--- src/hdl/wfpw_pkg.sv ---
// Shared types and constants for the windowed frame-store pixel writer.
// Holds the request kind codes, register indexes, back-end operation codes and queue types.
// Depends on nothing; the front end, queue, back end, top level and bench import it.
`default_nettype none

package wfpw_pkg;

	localparam int MAX_COLUMNS_DEF = 128;
	localparam int MAX_ROWS_DEF    = 64;
	localparam int STORE_BYTES_DEF = 16384;

	localparam int QUEUE_DEPTH = 4;
	localparam int ENTRY_AW    = 16;

	localparam logic [1:0] KIND_SET_WINDOW = 2'd0;
	localparam logic [1:0] KIND_WRITE      = 2'd1;
	localparam logic [1:0] KIND_SKIP       = 2'd2;
	localparam logic [1:0] KIND_READ       = 2'd3;

	localparam logic [1:0] DEPTH_1BIT  = 2'd0;
	localparam logic [1:0] DEPTH_8BIT  = 2'd1;
	localparam logic [1:0] DEPTH_16BIT = 2'd2;

	localparam logic [1:0] REG_PIXEL_DEPTH = 2'd0;
	localparam logic [1:0] REG_X_LAST      = 2'd1;
	localparam logic [1:0] REG_Y_LAST      = 2'd2;

	localparam logic [1:0] PIXEL_DEPTH_RST = DEPTH_16BIT;
	localparam logic [6:0] X_LAST_RST      = 7'd127;
	localparam logic [5:0] Y_LAST_RST      = 6'd63;

	typedef enum logic [2:0] {
		OP_NONE,
		OP_BYTE,
		OP_PAIR,
		OP_BIT,
		OP_READ
	} op_t;

	typedef struct packed {
		op_t                 op;
		logic [ENTRY_AW-1:0] addr;
		logic [7:0]          data0;
		logic [7:0]          data1;
		logic                en1;
		logic                bit_set;
		logic [6:0]          next_x;
		logic [5:0]          next_y;
	} q_entry_t;

	typedef struct packed {
		logic full;
		logic empty;
	} q_status_t;

endpackage

`default_nettype wire

--- src/hdl/wfpw_queue.sv ---
// Short request queue between the front end and the back end.
// Register-based ring buffer of classified store operations.
// Depends on wfpw_pkg.
`default_nettype none

module wfpw_queue (
	input  logic                clk,
	input  logic                arst_n,
	input  logic                push,
	input  wfpw_pkg::q_entry_t  entry_in,
	input  logic                pop,
	output wfpw_pkg::q_entry_t  head,
	output wfpw_pkg::q_status_t q_stat
);

	import wfpw_pkg::*;

	localparam int Depth = QUEUE_DEPTH;
	localparam int PW    = $clog2(Depth);

	q_entry_t      slots [Depth];
	logic [PW-1:0] wr_ptr_q, rd_ptr_q;
	logic [PW:0]   count_q;

	assign head         = slots[rd_ptr_q];
	assign q_stat.full  = (count_q == (PW + 1)'(Depth));
	assign q_stat.empty = (count_q == '0);

	always_ff @(posedge clk) begin
		if (push) begin
			slots[wr_ptr_q] <= entry_in;
		end
	end

	always_ff @(posedge clk or negedge arst_n) begin
		if (!arst_n) begin
			wr_ptr_q <= '0;
			rd_ptr_q <= '0;
			count_q  <= '0;
		end else begin
			if (push) begin
				wr_ptr_q <= (wr_ptr_q == PW'(Depth - 1)) ? '0 : wr_ptr_q + 1'b1;
			end
			if (pop) begin
				rd_ptr_q <= (rd_ptr_q == PW'(Depth - 1)) ? '0 : rd_ptr_q + 1'b1;
			end
			if (push && !pop) begin
				count_q <= count_q + 1'b1;
			end else if (pop && !push) begin
				count_q <= count_q - 1'b1;
			end
		end
	end

	a_no_overflow: assert property (@(posedge clk) disable iff (!arst_n)
		(push && !pop) |-> !q_stat.full)
		else $error("request pushed into a full queue");

endmodule

`default_nettype wire

--- config.mk ---
export PLATFORM = sky130hd
export DESIGN_NAME = wfpw_queue
export DESIGN_NICKNAME = d
export VERILOG_FILES = /design/src/hdl/wfpw_pkg.sv /design/src/hdl/wfpw_queue.sv
export SDC_FILE = /design/constraint.sdc
export NUM_CORES = 1
export LEC_CHECK = 0
export BUFFER_PORTS_ARGS = -buffer_cell sky130_fd_sc_hd__buf_2
export CORE_ASPECT_RATIO = 1.1
export CORE_MARGIN = 3
export CORE_UTILIZATION = 50
export DETAILED_ROUTE_END_ITERATION = 12
export GPL_ROUTABILITY_DRIVEN = 1
export HOLD_SLACK_MARGIN = 0.08
export PLACE_DENSITY_LB_ADDON = 0.1
export SLEW_MARGIN = 10
export SYNTH_ARGS = -nofsm -noshare
export SYNTH_HDL_FRONTEND = slang
export SYNTH_SLANG_ARGS = --single-unit
--- constraint.sdc ---
create_clock -name clk -period 7.16 [get_ports clk]
set_clock_uncertainty 0.1 [all_clocks]
set_input_delay 1.074 -clock clk [delete_from_list [all_inputs] [get_ports clk]]
set_output_delay 1.074 -clock clk [all_outputs]
set_load 0.02 [all_outputs]
# [Yosys cells after proc, flatten, opt, wreduce, memory -nomap -nowiden]
# Memories as Yosys holds them, arrays and structs flattened.
# Index checks and enable logic that the tools add are counted.
[word_totals] ramBits=200 register_bits=7 n_memories=1 out_inout_bits=52 inputBits=54 elab_cells=23
[op_classes] reduce_logical=6 eq_ne=3 addsub=4 n_mux=6
[mem_list] name="slots" depth=4 width=50 read_ports=1 rd_clocked_by_memory_dff=0 wr=1 line_no="wfpw_queue.sv:21" source="q_entry_t slots [Depth];"
[ops] operator="two-way mux 3 bit" n=2
[ops] operator="adder 2 x 1 -> 2 bit, second input constant" n=2
[ops] operator="equality test 2 bit, second input constant" n=2
[ops] operator="two-way mux 2 bit" n=2
[ops] operator="adder 3 x 1 -> 3 bit, second input constant" n=1
[ops] operator="equality test 3 bit, second input constant" n=1
[ops] operator="zero test 3 bit" n=1
[ops] operator="subtractor 3 x 1 -> 3 bit, second input constant" n=1
[ops] operator="logical AND 1 bit" n=2
[ops] operator="zero test 1 bit" n=2
[ops] operator="two-way mux 1 bit" n=2
[ops] operator="nonzero test 2 bit" n=1

# [Longest topological paths before layout]
# Gate-level depths: netlist of the first run.
[logic_depth] depth_word=4 mapped_depth=7 depth_no_buf=7

# [Worst setup path before layout of the first run]
# Ideal clock, no wire load.
[synth_timing] kind="in2reg" start="input port push" end="memory slots[0][0] (netlist name) (enable)" setup_ps=413 stages=1 n_path_buf=0 required_ps=6647 path_slack_ps=4379 arrival_ps=2268 path_cell_list="and2_1"
[synth_between] elab_chain_cells=2
[synth_lines] item="from (decl)" line_no="wfpw_queue.sv:9" source="input logic push,"
[synth_lines] item="two-way mux 1 bit" line_no="wfpw_queue.sv:30" source="if (push) begin"
[synth_lines] item="two-way mux 1 bit (implied by the code)" line_no="wfpw_queue.sv:31" source="slots[wr_ptr_q] <= entry_in;"
[synth_lines] item="to (decl)" line_no="wfpw_queue.sv:21"
# Every way passes these cells.

==> results of run 1 <==
[per-stage QoR]
step | hold WS (ps) | power, mW | utilization, % | worst slack, ps
after global routing | 312 | 3.93 | 61.1 | 3320
after detailed placement | 395 | 2.79 | 56.8 | 3940
after floorplan | 356 | 2.50 | - | 4380
after global placement | 371 | 2.77 | 56.8 | 3910
after CTS | 311 | 3.81 | 61.1 | 3420
final | 320 | 3.74 | 61.1 | 3530
[flip-flops by register name, indices dropped and copies added, names as in the netlist]
name / count
count_q: 3
rd_ptr_q: 2
slots: 200
wr_ptr_q: 2
[metal layers]
| layer | vias to the layer above | part of all wire (%) | global-route usage, % |
|---|---|---|---|
| li1 | 1516 | - | - |
| met1 | 1769 | 43 | 21.0 |
| met2 | 99 | 50 | 26.0 |
| met3 | 22 | 5.4 | 3.38 |
| met4 | 0 | 2.2 | 5.05 |
| met5 | - | 0 | 0 |
[cell type report]
type                            count  share of cell area [%]
Multi-Input combinational cell     76                    15.1
Tap cell                          192                    2.67
Inverter                            4                   0.167
Timing Repair Buffer              110                    6.25
Sequential cell                   207                    68.7
Clock inverter                     12                    1.14
Clock buffer                       25                    6.00
[worst max-delay path by stage]
stage,endpoint,slack [ps],cells past startpoint
after floorplan,slots[0][0],4380,1
after global placement,head[32],3910,2
after detailed placement,head[32],3940,2
after CTS,head[32],3420,2
after global routing,head[32],3320,2
final,head[31],3530,2
[cells in the final DEF, fill, tap and decap left out]
| cell type | count |
|---|---|
| xnor2_1 | 1 |
| dfrtp_1 | 5 |
| clkinv_2 | 4 |
| clkbuf_16 | 21 |
| and2_2 | 4 |
| nor2_1 | 3 |
| dfrtp_4 | 1 |
| bufinv_16 | 2 |
| ha_1 | 6 |
| nor3_1 | 1 |
| buf_2 | 105 |
| mux4_2 | 48 |
| clkbuf_1 | 4 |
| nand2_1 | 2 |
| o21ai_0 | 2 |
| clkinv_1 | 6 |
| dfrtp_2 | 1 |
| xor2_1 | 2 |
| edfxtp_1 | 200 |
| buf_4 | 5 |
| mux2_2 | 3 |
| nor3b_1 | 1 |
| mux4_1 | 2 |
| fa_1 | 1 |
| inv_1 | 4 |
[synth_stat cells (all sizes together)]
master / n
fa: 1
and2: 4
ha: 6
nor2: 3
mux4: 50
o21ai: 2
edfxtp: 200
inv: 4
clkbuf: 1
xor2: 2
dfrtp: 7
nor3: 1
nor3b: 1
nand2: 2
buf: 11
mux2: 3
xnor2: 1
[logic make-up after synthesis]
logic type / Yosys count / synth area share (%)
buffers and inverters: 16 / 2.02
and+or+nand+nor: 11 / 0.732
DFF: 207 / 80.4
AOI/OAI and AO/OA: 2 / 0.130
muxes: 53 / 15.2
xor gates and xnor gates: 3 / 0.342
adders and majority gates: 7 / 1.24
[power by group]
group          internal (mW)  switching (mW)  leakage [nW]
registers               1.56           0.163          1.92
clock network          0.607           0.405         0.317
logic                  0.454           0.553         0.887
==> summary.md, run 1 <==
| Metric | Value |
|---|---|
| Placed Area | 8360 µm² |
| Non-filler instance count after layout | 626 |
| PwrDens | 415 nW/µm² |
| Area delta synth->final | 17.1% |
| Crit. End Element | output port |
| R2R Path End | slots[1][0] |
| Initial antenna violation count | 0 |
| Total Wirelength | 12.9 mm |
| Die Wd | 124 µm |
| Register-to-register setup slack | 4960 ps |
| Worst path bufs/invs | 1 |
| Slew Limit Fails | 0 |
| Reg clk slew, reported paths | 60 ps |
| Largest net degree at the start of global routing | 54 |
| HP Class | in2async |
| Reg area | 6190 µm² |
| Critical Path Source | rd_ptr_q[0] |
| Clock sink count | 207 |
| Gr ovfl total | 0 |
| Post-CTS Setup Bufs | 0 |
| Area share of the largest cell type after synthesis | 78.1% |
| Die area | 16,900 µm² |
| Antenna viol nets, final | 0 |
| Req. time, crit path | 5990 ps |
| IO buf count | 105 |
| Vias | 3,406 |
| Wire per inst | 20.6 µm |
| Yosys cell types | 20 |
| # IOs | 106 |
| Ys Warns | 0 |
| Register area share after synthesis | 80.4% |
| Global-route wire length before repair | 20.4 mm |
| Status | complete, no violations |
| Slew @ Worst Pin | 1050 ps |
| Core area | 14,700 µm² |
| Area of the multi-input gates | 1360 µm² |
| Mapped Avg Cell Area | 25.7 µm² |
| Startpoint types | register |
| Residual DRC | 0 |
| Post-Syn Nets | 360 |
| First drt pass iteration count | 4 |
| Total GRT Usage | 15.6% |
| Headroom to the max-slew limit | 29.9% |
| Post-layout net count | 481 |
| TritonCTS clock tree | yes |
| Max-cap violation count | 0 |
| Initial core utilization | 52.2% |
| H-tree Lvls | 1 |
| Mapped cell area | 7690 µm² |
| Fillers | 1,119 |
| CTS root buffer | clkbuf_16 |
| Number of buffers inserted by hold repair at cts | 0 |
| DRT iter0 DRCs | 239 |
| Worst r2r src | wr_ptr_q[1] |
| Cells after Synth | 299 |
| FF+latch count, synth | 207 |
| Final setup violating endpoints | 0 |
| Fin crit period | 3630 ps |
| Site Rows | 46 |
| Top delay family on crit path | flip-flops |
| Slowest cell on crit path | dfrtp_4 |
| Setup TNS | 0 ps |
| Final Cell Area | 9010 µm² |
| Die height | 136 µm |
| Clock Latency Late Sink | 480 ps |
| Leakage power total | 3.12 nW |
| Clock Tree Buf Depth | 3 |
| Vias in the first global route | 3,702 |
| Crit-path max FO | 53 |
| DP Wirelength | 7.54 mm |
| Worst Path Arrival | 2460 ps |
| Worst path cell trace | mux4_1, buf_2 |
| Synth area leaders | edfxtp_1, mux4_2, dfrtp_1 |
| Max IR drop VDD | 0.211 mV |
| Dpl cells | 589 |
| Fraction of layout cells with a size suffix above 1 | 44.7% |
| RSZ-0062 raised after global routing | false |
| Yosys top cell by area | edfxtp_1 |
| Highest clock rate | 275 MHz |
| RePlAce Congestion | 0.645 |
| Final Hold Fails | 0 |
| Post-CTS resize count | 0 |
| Inserted Diodes | 0 |
| TritonCTS buffer count | 21 |
| CP max stage delay | 1130 ps |
| Vias per std cell | 5.44 |
| Setup CP Type | reg2out |
| Reg2reg path depth | 4 |
| Final worst path period share | 50.8% |
No activity file was read; power rests on OpenSTA's default activity.
==> run 2: changes to the inputs <==
==> constraint.sdc (replaced) <==
create_clock -name clk -period 3.7 [get_ports clk]
set_clock_uncertainty 0.1 [all_clocks]
set_input_delay 0.555 -clock clk [delete_from_list [all_inputs] [get_ports clk]]
set_output_delay 0.555 -clock clk [all_outputs]
set_load 0.02 [all_outputs]
==> run 2 against run 1 <==
- die area is the same
- count of clock-buffer cells in the layout fell by 1
- worst hold slack worse by 140 ps
- first-iteration DRC count up 5.9%
- combinational power up 110%
- final cell count up 0.64%
- critical path type unchanged
- sequential share of layout area is 0.61 points lower
==> summary.md, run 2 (synthesis gave the netlist of run 1 again) <==
| Metric | Value |
|---|---|
| Hold Startpoint | entry_in[44] |
| DP Wirelength | 7.92 mm (+5.0%) |
| Die height | 136 µm (unchanged) |
| Post-layout net count | 485 (+0.83%) |
| Headroom to the max-slew limit | 49.8% (+20 points) |
| Max-cap violation count | 0 (unchanged) |
| CTS root buffer | clkbuf_16 |
| Crit-path max FO | 27 (-49%) |
| TritonCTS clock tree | yes |
| Register-to-register setup slack | 1690 ps (-3270 ps) |
| DRT iter0 DRCs | 253 (+5.9%) |
| Final setup violating endpoints | 0 (unchanged) |
| Most common cell after layout, fill and taps aside | edfxtp_1 |
| Max IR drop VDD | 0.573 mV (+170%) |
| # IOs | 106 (unchanged) |
| Die area | 16,900 µm² (unchanged) |
| Biggest regs | slots: 200 flops, count_q: 3 flops |
| Residual DRC | 0 (unchanged) |
| Hold WS | 183 ps (-137 ps) |
| Core area | 14,700 µm² (unchanged) |
| Final worst path period share | 82.7% |
| Setup TNS | 0 ps (unchanged) |
| Slew Limit Fails | 0 (unchanged) |
| Critical Path Source | rd_ptr_q[0] |
| Startpoint types | register |
| Initial antenna violation count | 0 (unchanged) |
| First drt pass iteration count | 4 (unchanged) |
| Gr ovfl total | 0 (unchanged) |
| RSZ-0062 raised after global routing | false |
| Setup CP Type | reg2out |
| Vias per std cell | 5.35 (-1.6%) |
| Non-filler instance count after layout | 630 (+0.64%) |
| Initial core utilization | 52.2% (unchanged) |
| Inserted Diodes | 0 (unchanged) |
| Worst r2r src | wr_ptr_q[0] |
| Highest clock rate | 327 MHz |
| R2R Path End | slots[0][34] |
| Final Hold Fails | 0 (unchanged) |
| Area delta synth->final | 18.2% |
| Status | complete, no violations |
| Dpl cells | 592 (+0.51%) |
| Reg2reg path depth | 4 (unchanged) |
| Vias | 3,372 (-1.0%) |
| Final Cell Area | 9090 µm² (+0.90%) |
| Fraction of layout cells with a size suffix above 1 | 45.0% (+0.28 points) |
| HP Class | in2reg |
| H-tree Lvls | 1 (unchanged) |
| IO buf count | 105 (unchanged) |
| Fin crit period | 3060 ps |
| Req. time, crit path | 3040 ps (-2950 ps) |
| Most frequent cells in the layout | edfxtp_1, buf_2, mux4_2, clkbuf_16, clkinv_1 |
| Leakage power total | 3.15 nW (+1.0%) |
| Largest register FFs | 200 (unchanged) |
| RePlAce Congestion | 0.705 (+9.3%) |
| Site Rows | 46 (unchanged) |
| Crit. End Element | output port |
| Placed Area | 8420 µm² (+0.72%) |
| Reg clk slew, reported paths | 60 ps (about the same) |
| Total GRT Usage | 15.5% (-0.14 points) |
| Die Wd | 124 µm (unchanged) |
| Post-CTS Setup Bufs | 0 (unchanged) |
| Vias in the first global route | 3,676 (-0.70%) |
| Global-route wire length before repair | 20.4 mm (unchanged) |
| Wire per inst | 20.5 µm (-0.84%) |
| Clock Tree Buf Depth | 3 (unchanged) |
| TritonCTS buffer count | 21 (unchanged) |
| Total Wirelength | 12.9 mm (-0.21%) |
| Clock sink count | 207 (unchanged) |
| Dpl ws | 1080 ps (-2850 ps) |
| Post-route setup slack | 639 ps (-2890 ps) |
| Hold path depth | 1 |
| Clock Latency Late Sink | 480 ps (about the same) |
| Top reg by flops | slots |
| Worst Path Arrival | 2410 ps (-50 ps) |
| Pwr Total | 7.31 mW (+95%) |
| Antenna viol nets, final | 0 (unchanged) |
| Fin util | 61.7% (+0.55 points) |
| Largest net degree at the start of global routing | 51 (-5.6%) |
| Slew @ Worst Pin | 753 ps (-298 ps) |
| Hold EP | slots[2][44] |
| PwrDens | 804 nW/µm² (+94%) |
## run 2: metal layers
layer	track usage [%]	wire length, µm	vias up
li1	-	-	1522
met1	20.6	5420	1737
met2	25.5	6450	92
met3	3.93	742	21
met4	5.12	285	0
met5	0	0	-
## run 2: how the worst max path moves through the flow
stage / to / slack [ps] / cells after the start
2_1_floorplan: slots[0][0] / 1370 / 3
3_3_place_gp: head[0] / 1070 / 3
3_5_place_dp: head[48] / 1080 / 3
4_1_cts: head[0] / 570 / 3
5_1_grt: head[0] / 460 / 3
6_report: head[0] / 640 / 3
## run 2: critical path, stage by stage (launching register included)
cell and delay, ps:
dfrtp_4 760, buf_4 420, mux4_2 560, buf_2 180
## run 2: layout make-up
| type | count | area, µm² |
|---|---|---|
| Multi-Input combinational cell | 76 | 1360 |
| Sequential cell | 207 | 6190 |
| Inverter | 4 | 15.0 |
| Fill cell | 1059 | 5650 |
| Tap cell | 192 | 240 |
| Timing Repair Buffer | 114 | 633 |
| Clock buffer | 24 | 537 |
| Clock inverter | 13 | 118 |
## run 2: where the power goes
part           leakage [nW]  internal [mW]  total, mW  switching, mW
clock network         0.320           1.18       1.98          0.798
registers              1.92           3.01       3.25          0.232
logic                 0.915          0.920       2.08           1.16
## run 2: repair_timing
| action | 4_1_cts | 5_1_grt |
|---|---|---|
| gates resized for setup | 0 | 0 |
| endpoints found under the hold margin | 7 | 0 |
| hold buffers | 1 | 0 |
