File: src/hdl/wfpw_pkg.sv
// Shared types and constants for the windowed frame-store pixel writer.
// Holds the request kind codes, register indexes, back-end operation codes and queue types.
// Depends on nothing; the front end, queue, back end, top level and bench import it.
`default_nettype none

package wfpw_pkg;

	localparam int MAX_COLUMNS_DEF = 128;
	localparam int MAX_ROWS_DEF    = 64;
	localparam int STORE_BYTES_DEF = 16384;

	localparam int QUEUE_DEPTH = 4;
	localparam int ENTRY_AW    = 16;

	localparam logic [1:0] KIND_SET_WINDOW = 2'd0;
	localparam logic [1:0] KIND_WRITE      = 2'd1;
	localparam logic [1:0] KIND_SKIP       = 2'd2;
	localparam logic [1:0] KIND_READ       = 2'd3;

	localparam logic [1:0] DEPTH_1BIT  = 2'd0;
	localparam logic [1:0] DEPTH_8BIT  = 2'd1;
	localparam logic [1:0] DEPTH_16BIT = 2'd2;

	localparam logic [1:0] REG_PIXEL_DEPTH = 2'd0;
	localparam logic [1:0] REG_X_LAST      = 2'd1;
	localparam logic [1:0] REG_Y_LAST      = 2'd2;

	localparam logic [1:0] PIXEL_DEPTH_RST = DEPTH_16BIT;
	localparam logic [6:0] X_LAST_RST      = 7'd127;
	localparam logic [5:0] Y_LAST_RST      = 6'd63;

	typedef enum logic [2:0] {
		OP_NONE,
		OP_BYTE,
		OP_PAIR,
		OP_BIT,
		OP_READ
	} op_t;

	typedef struct packed {
		op_t                 op;
		logic [ENTRY_AW-1:0] addr;
		logic [7:0]          data0;
		logic [7:0]          data1;
		logic                en1;
		logic                bit_set;
		logic [6:0]          next_x;
		logic [5:0]          next_y;
	} q_entry_t;

	typedef struct packed {
		logic full;
		logic empty;
	} q_status_t;

endpackage

`default_nettype wire

File: src/hdl/wfpw_front.sv
// Front end: configuration registers, window and cursor state, request classification.
// Forms store addresses and byte data for each request and pushes them to the queue.
// Depends on wfpw_pkg.
`default_nettype none

module wfpw_front #(
	parameter int MAX_COLUMNS = wfpw_pkg::MAX_COLUMNS_DEF,
	parameter int MAX_ROWS    = wfpw_pkg::MAX_ROWS_DEF,
	parameter int STORE_BYTES = wfpw_pkg::STORE_BYTES_DEF
) (
	input  logic                clk,
	input  logic                arst_n,
	input  logic                req_valid,
	output logic                req_stall,
	input  logic [1:0]          kind,
	input  logic [7:0]          x_start,
	input  logic [7:0]          x_end,
	input  logic [7:0]          y_start,
	input  logic [7:0]          y_end,
	input  logic [15:0]         pixel_color,
	input  logic [13:0]         byte_address,
	input  logic                cfg_valid,
	output logic                cfg_ready,
	input  logic [1:0]          cfg_index,
	input  logic [6:0]          cfg_data,
	input  wfpw_pkg::q_status_t q_stat,
	input  logic                clear_busy,
	output logic                push,
	output wfpw_pkg::q_entry_t  entry
);

	import wfpw_pkg::*;

	localparam logic [7:0]  XCap       = 8'(MAX_COLUMNS - 1);
	localparam logic [7:0]  YCap       = 8'(MAX_ROWS - 1);
	localparam logic [17:0] StoreLimit = 18'(STORE_BYTES);

	logic [1:0] depth_q;
	logic [6:0] x_last_q;
	logic [5:0] y_last_q;
	logic [6:0] col_q, col_lo_q, col_hi_q;
	logic [5:0] row_q, row_lo_q, row_hi_q;

	logic [7:0]  lim_x_w, lim_y_w, span;
	logic [6:0]  lim_x, xs, xe, adv_col;
	logic [5:0]  lim_y, ys, ye, adv_row, mul_row;
	logic [7:0]  col_inc;
	logic [6:0]  row_inc;
	logic [13:0] prod;
	logic [14:0] base;
	logic [15:0] pix_addr;
	logic        en_lo, en_hi, rd_ok, accept;

	assign lim_x_w = ({1'b0, x_last_q} > XCap) ? XCap : {1'b0, x_last_q};
	assign lim_y_w = ({2'b00, y_last_q} > YCap) ? YCap : {2'b00, y_last_q};
	assign lim_x   = lim_x_w[6:0];
	assign lim_y   = lim_y_w[5:0];
	assign span    = {1'b0, lim_x} + 8'd1;

	assign xs = (x_start > {1'b0, lim_x}) ? lim_x : x_start[6:0];
	assign xe = (x_end > {1'b0, lim_x}) ? lim_x : x_end[6:0];
	assign ys = (y_start > {2'b00, lim_y}) ? lim_y : y_start[5:0];
	assign ye = (y_end > {2'b00, lim_y}) ? lim_y : y_end[5:0];

	assign col_inc = {1'b0, col_q} + 8'd1;
	assign row_inc = {1'b0, row_q} + 7'd1;

	always_comb begin
		if (col_inc > {1'b0, col_hi_q}) begin
			adv_col = col_lo_q;
			adv_row = (row_inc >= {1'b0, row_hi_q}) ? row_lo_q : row_inc[5:0];
		end else begin
			adv_col = col_inc[6:0];
			adv_row = row_q;
		end
	end

	// In paged one-bit mode a byte holds a column of eight rows.
	assign mul_row  = (depth_q == DEPTH_1BIT) ? {3'b000, row_q[5:3]} : row_q;
	assign prod     = {8'b0, mul_row} * {6'b0, span};
	assign base     = {1'b0, prod} + {8'b0, col_q};
	assign pix_addr = (depth_q == DEPTH_16BIT) ? {base, 1'b0} : {1'b0, base};
	assign en_lo    = {2'b00, pix_addr} < StoreLimit;
	assign en_hi    = ({2'b00, pix_addr} + 18'd1) < StoreLimit;
	assign rd_ok    = {4'b0, byte_address} < StoreLimit;

	always_comb begin
		entry         = '0;
		entry.op      = OP_NONE;
		entry.addr    = pix_addr;
		entry.data0   = pixel_color[7:0];
		entry.data1   = pixel_color[7:0];
		entry.en1     = en_hi;
		entry.bit_set = |pixel_color;
		entry.next_x  = col_q;
		entry.next_y  = row_q;
		case (kind)
			KIND_SET_WINDOW: begin
				entry.next_x = xs;
				entry.next_y = ys;
			end
			KIND_WRITE: begin
				entry.next_x = adv_col;
				entry.next_y = adv_row;
				case (depth_q)
					DEPTH_16BIT: begin
						entry.op    = en_lo ? OP_PAIR : OP_NONE;
						entry.data0 = pixel_color[15:8];
						entry.data1 = pixel_color[7:0];
					end
					DEPTH_8BIT: begin
						entry.op = en_lo ? OP_BYTE : OP_NONE;
					end
					DEPTH_1BIT: begin
						entry.op    = en_lo ? OP_BIT : OP_NONE;
						entry.data0 = 8'b1 << row_q[2:0];
					end
					default: begin
						entry.op = OP_NONE;
					end
				endcase
			end
			KIND_SKIP: begin
				entry.next_x = adv_col;
				entry.next_y = adv_row;
			end
			KIND_READ: begin
				entry.addr = {2'b00, byte_address};
				entry.op   = rd_ok ? OP_READ : OP_NONE;
			end
			default: begin
				entry.op = OP_NONE;
			end
		endcase
	end

	assign req_stall = q_stat.full || clear_busy;
	assign accept    = req_valid && !req_stall;
	assign push      = accept;
	assign cfg_ready = 1'b1;

	always_ff @(posedge clk or negedge arst_n) begin
		if (!arst_n) begin
			depth_q  <= PIXEL_DEPTH_RST;
			x_last_q <= X_LAST_RST;
			y_last_q <= Y_LAST_RST;
			col_q    <= '0;
			row_q    <= '0;
			col_lo_q <= '0;
			col_hi_q <= '0;
			row_lo_q <= '0;
			row_hi_q <= '0;
		end else begin
			if (cfg_valid) begin
				case (cfg_index)
					REG_PIXEL_DEPTH: depth_q  <= cfg_data[1:0];
					REG_X_LAST:      x_last_q <= cfg_data;
					REG_Y_LAST:      y_last_q <= cfg_data[5:0];
					default: begin
					end
				endcase
			end
			if (accept) begin
				col_q <= entry.next_x;
				row_q <= entry.next_y;
				if (kind == KIND_SET_WINDOW) begin
					col_lo_q <= xs;
					col_hi_q <= xe;
					row_lo_q <= ys;
					row_hi_q <= ye;
				end
			end
		end
	end

endmodule

`default_nettype wire

File: config.mk
export PLATFORM = sky130hd
export DESIGN_NAME = wfpw_front
export DESIGN_NICKNAME = d
export VERILOG_FILES = /design/src/hdl/wfpw_pkg.sv /design/src/hdl/wfpw_front.sv
export SDC_FILE = /design/constraint.sdc
export NUM_CORES = 1
export LEC_CHECK = 0
export BUFFER_PORTS_ARGS = -buffer_cell sky130_fd_sc_hd__buf_4
export CAP_MARGIN = 20
export CORE_UTILIZATION = 52
export DETAILED_ROUTE_END_ITERATION = 10
export GPL_TIMING_DRIVEN = 0
export PLACE_DENSITY = 0.89
export SLEW_MARGIN = 20
export SYNTH_ARGS = -nofsm -noshare
export SYNTH_HDL_FRONTEND = slang
export SYNTH_SLANG_ARGS = --single-unit
File: constraint.sdc
create_clock -name clk -period 5.77 [get_ports clk]
set_input_delay 0.577 -clock clk [delete_from_list [all_inputs] [get_ports clk]]
set_output_delay 0.577 -clock clk [all_outputs]
set_load 0.03 [all_outputs]
# [Yosys cells after proc, flatten, opt, wreduce, memory -nomap -nowiden]
# Cells that the tools add are included.
[classes] shifts=1 mux=18 n_addsub=5 multipliers=1 n_reduce_logical=12 order_cmp=8 n_eq_ne=7
[ops] op="two-way mux 16 bit" count=3
[ops] op="two-way mux 6 bit" count=5
[ops] op="case mux 13 bit (2 select lines)" count=1
[ops] op="greater-than comparator 8 x 7 -> 1 bit" count=3
[ops] op="two-way mux 7 bit" count=3
[ops] op="adder 16 x 1 -> 17 bit, second input constant" count=1
[ops] op="< comparator 17 x 15 -> 1 bit, second input constant" count=1
[ops] op="adder 7 x 1 -> 8 bit, second input constant" count=2
[ops] op="greater-than comparator 8 x 6 -> 1 bit" count=2
[ops] op="< comparator 16 x 15 -> 1 bit, second input constant" count=1
[ops] op="case mux 8 bit (2 select lines)" count=1
[ops] op="OR reduction 16 bit" count=1
[ops] op="adder 14 x 7 -> 15 bit" count=1
[ops] op="multiplier 6 x 8 -> 14 bit" count=1
[ops] op="equality test 2 bit, second input constant" count=4
[ops] op="AND reduction 2 bit" count=4
[ops] op="left shift 1 x 3 -> 8 bit, first input constant" count=1
[ops] op="adder 6 x 1 -> 7 bit, second input constant" count=1
[ops] op=">= comparator 7 x 6 -> 1 bit" count=1
[ops] op="equality test 2 x 1 -> 1 bit, second input constant" count=3
[ops] op="zero test 2 bit" count=3
[ops] op="case mux 2 bit (3 select lines)" count=1
[ops] op="case mux 3 bit (2 select lines)" count=1
[ops] op="two-way mux 2 bit" count=2
[ops] op="other kinds (5)" count=5
[totals] elab_cells=61 reg_bits=54

# [Logic depth before layout (Yosys ltp)]
[depth] depth_word=9 depth_mapped=22 mapped_depth_nobuf=20

# [Worst setup path before layout]
# Ideal clock, no wire load.
[synth_timing] path_kind="reg2out" from="register x_last_q[0] (netlist: lim_x[0])" to="output entry[43] (netlist bit)" path_stages_with_launch=21 required_time_ns=5.193 path_buffers=1 setup_slack_ns=-0.396 arrival_time_ns=5.589 path_cell_list="dfstp_2 clkbuf_1 nand3_1 xnor2_1 nor2_1 fa_1 inv_1 fa_1 inv_1 fa_1 inv_1 fa_1 inv_1 ha_1 o21a_1 o21a_1 a21oi_2 o21a_1 a21boi_1 mux2i_1 o21ai_0"
[synth_lines] element="start: declaration" line="wfpw_front.sv:39" rtl="logic [6:0] x_last_q;"
[synth_lines] element="start signal: assignment" line="wfpw_front.sv:157" rtl="REG_X_LAST: x_last_q <= cfg_data;"
[synth_lines] element="end: declaration" line="wfpw_front.sv:29" rtl="output wfpw_pkg::q_entry_t entry"

# [Worst setup path in the final report]
[layout_timing] from="register x_last_q[0] (netlist: lim_x[0])" to="output entry[14] (netlist bit)"
[layout_between] elab_chain_cells=6
[layout_rtl] element="adder 7 x 1 -> 8 bit" line="wfpw_front.sv:58" rtl="assign span = {1'b0, lim_x} + 8'd1;"
[layout_rtl] element="multiplier 6 x 8 -> 14 bit" line="wfpw_front.sv:80" rtl="assign prod = {8'b0, mul_row} * {6'b0, span};"
[layout_rtl] element="adder 14 x 7 -> 15 bit" line="wfpw_front.sv:81" rtl="assign base = {1'b0, prod} + {8'b0, col_q};"
[layout_rtl] element="two-way mux 16 bit" line="wfpw_front.sv:82" rtl="assign pix_addr = (depth_q == DEPTH_16BIT) ? {base, 1'b0} : {1'b0, base};"
[layout_rtl] element="adder 16 x 1 -> 17 bit" line="wfpw_front.sv:84" rtl="assign en_hi = ({2'b00, pix_addr} + 18'd1) < StoreLimit;"
[layout_rtl] element="< comparator 17 x 15 -> 1 bit" line="wfpw_front.sv:84"
# No other way between the ends.

==> flow_summary.json <==
{
  "drc": 0,
  "rows": 41,
  "final.fill_count": 947,
  "antenna_found_initial": 0,
  "syn_area_per_cell_um2": 8.71,
  "r2r_slack_ns": 2.57,
  "synth_largest_area_cell": "ha_1",
  "worst-endpoint-required_ns": 5.19,
  "timing.slew.headroom": 0.377,
  "holdBufCountCts": 0,
  "synth_seq_cells": 54,
  "vias": 6745,
  "clock_path_buffers": 2,
  "yosysUniqueCellTypes": 76,
  "synth_common_cells": "nor2_1, ha_1, inv_1",
  "cts_root_buffer": "clkbuf_16",
  "r2r-end": "col_q[1]$_DFFE_PN0P_",
  "maxCapViolCount": 0,
  "cts.clk_slew.worst_paths_ns": 0.08,
  "grt_max_degree": 55,
  "drt_iter0_drc": 557,
  "finalWeightedCongestion": 0.935,
  "diodes": 0,
  "core_area_mm2": 0.0128,
  "ant_nets": 0,
  "cp-start-kind": "register",
  "yosysTopAreaCellShare": 0.158,
  "violations": "setup timing",
  "cts.sinks": 54,
  "yosysSeqAreaShare": 0.199,
  "grt_pass1_wl_um": 31700,
  "cts_max_level": 2,
  "rsz0062_at_grt": "yes",
  "cts_made_buffers": 5,
  "max_slew.worst_pin.slew_ns": 0.931,
  "synthArstFlopShare": 1.00,
  "setup_violations": 11,
  "crit_top_cell": "fa_1",
  "fmax_mhz": 164,
  "slowest_stage": "dfstp_2",
  "min_period_ns": 6.10,
  "start_util": 0.538,
  "min_path_type": "input pin to async pin",
  "dieArea_mm2": 0.0137,
  "slew_viol_final": 0,
  "drt_first_pass_iters": 5,
  "dieWidth_um": 117,
  "synth_area_leaders": "ha_1, dfrtp_1, fa_1",
  "fin_cells": 1134,
  "dp.cells": 1091,
  "port_buffers": 130,
  "fin_nets": 1157,
  "clk_latency_ns": 0.30,
  "critPathKind": "register to output pin",
  "grt_pass1_vias": 6759,
  "setup_slack_ns": -0.330,
  "fin_crit_sh": 1.06,
  "cts_tree": "built",
  "endpoint_kind": "output pin",
  "area_growth_pct": 31.0,
  "yosysMostFrequentCell": "nor2_1",
  "status": "complete, but fails checks",
  "synthesis.area_mm2": 0.00687,
  "yosysWarnings": 0,
  "rr_startpoint": "col_q[0]$_DFFE_PN0P_",
  "grt.overflow.total": 0,
  "top_level_ports": 133,
  "ys.flop_type": "dfrtp_1",
  "synth_edf_count": 0,
  "die_h_um": 117,
  "final.setup_skew_ns": 0.00974,
  "cp.arrival_ns": 5.52,
  "reg2regPathDepth": 12,
  "critPathMaxFanout": 7,
  "hpwl_um": 14900,
  "syn_inst": 789,
  "syn_nets": 985,
  "timing.final.hold_violations": 0,
  "drt-vias-per-instance": 5.95,
  "drive_above_1_share": 0.340,
  "cp_cell_sequence": "ha_4, nand3_4, nor3_4, xnor2_2, nor2_1, fa_1, fa_1, fa_1, inv_1, fa_1, inv_2, ha_4, a21o_1, nor3_4, a211oi_2, a221oi_2, and4b_1, and3_1, a31oi_1, buf_6",
  "cpPeakStageDelay_ns": 0.62,
  "post_drt_wl_per_cell_um": 17.8,
  "wl_um": 20200,
  "track_usage": 0.296
}
-- worst max path at each step --
stage / slack [ns] / depth (start not counted) / from / to
2_1_floorplan: -0.15 / 20 / lim_x[0]$_DFFE_PN1P_ / entry[43]
3_3_place_gp: -0.73 / 21 / depth_q[0]$_DFFE_PN0P_ / entry[14]
3_5_place_dp: -0.79 / 21 / depth_q[0]$_DFFE_PN0P_ / entry[14]
4_1_cts: -0.33 / 22 / lim_x[0]$_DFFE_PN1P_ / entry[47]
5_1_grt: -0.53 / 20 / lim_x[0]$_DFFE_PN1P_ / entry[14]
6_report: -0.33 / 20 / lim_x[0]$_DFFE_PN1P_ / entry[14]
-- cells in the final DEF, fill, tap and decap left out, types with 6 or more instances in the layout --
| cell type | instances |
|---|---|
| a211oi_2 | 6 |
| a21o_1 | 9 |
| a21oi_1 | 47 |
| a221oi_1 | 10 |
| a31oi_1 | 10 |
| buf_4 | 163 |
| buf_6 | 15 |
| clkbuf_1 | 17 |
| dfrtp_1 | 39 |
| dfstp_2 | 14 |
| fa_1 | 29 |
| ha_1 | 77 |
| ha_4 | 9 |
| inv_1 | 71 |
| mux2_2 | 34 |
| mux2i_1 | 24 |
| nand2_1 | 46 |
| nand2b_1 | 7 |
| nand3_1 | 18 |
| nand4_1 | 7 |
| nor2_1 | 86 |
| nor2_2 | 8 |
| nor2b_1 | 8 |
| nor3_1 | 8 |
| nor3b_1 | 6 |
| o21a_1 | 10 |
| o21ai_0 | 32 |
| o21ai_1 | 9 |
| or2_2 | 6 |
| xnor2_1 | 7 |
| xnor2_2 | 8 |
-- area by class of cell --
cell class	count	area (um^2)	area share
sequential	54	1370	0.152
inverter	74	278	0.0308
timing repair buffer	167	1310	0.146
buffer	34	225	0.0250
tap	172	215	0.0239
clock inverter	3	28.8	0.00320
clock buffer	5	125	0.0139
multi-input combinational	625	5450	0.605
-- routing by layer --
layer | track usage | vias up | share of wire | wire, um
li1 | - | 3149 | - | -
met1 | 0.355 | 3231 | 0.39 | 7850
met2 | 0.547 | 306 | 0.51 | 10200
met3 | 0.0335 | 59 | 0.071 | 1430
met4 | 0.108 | 0 | 0.033 | 676
met5 | 0 | - | 0 | 0
-- state kept, by name, indices dropped and copies added (netlist names) --
register and flops:
lim_x 7, row_q 6, col_lo_q 7, col_q 7, row_lo_q 6, depth_q 2
row_hi_q 6, lim_y 6, col_hi_q 7
-- cell families after synthesis --
kind of cell               count (synthesis)  synth area share
DFF                                       54             0.199
muxes                                     65             0.104
other                                      1          0.000546
AOI/OAI and AO/OA                        185             0.187
xor gates and xnor gates                  19            0.0242
buffers and inverters                    110            0.0723
and+or+nand+nor                          239             0.170
adders and majority gates                116             0.243
-- timing repair --
| action | CTS | global route |
|---|---|---|
| pin swaps | 31 | 15 |
| setup buffers | 28 | 9 |
| gates resized for setup | 62 | 20 |
| endpoints found under the setup margin | 14 | 14 |
-- critical path: cells and delay by family (launching register included) --
family,cells,cell delay (ns)
AOI/OAI and AO/OA,4,0.77
xor gates and xnor gates,1,0.18
adders and majority gates,6,2.37
buffers and inverters,3,0.26
DFF,1,0.62
and+or+nand+nor,6,0.99
-- per-stage QoR --
stage | TNS (ns) | setup slack, ns | hold slack [ns] | util | instance area, um^2
2_1_floorplan | -0.147 | -0.147 | 0.281 | - | 6940
3_3_place_gp | -5.15 | -0.735 | 0.485 | 0.637 | 8130
3_5_place_dp | -6.02 | -0.794 | 0.496 | 0.637 | 8130
4_1_cts | -2.13 | -0.329 | 0.347 | 0.691 | 8820
5_1_grt | -4.95 | -0.530 | 0.374 | 0.705 | 9010
6_report | -2.23 | -0.330 | 0.317 | 0.705 | 9010
Power is left out: the tool's default activity adds up to more than one toggle a clock period on the data nets, which glitch-free logic cannot reach.
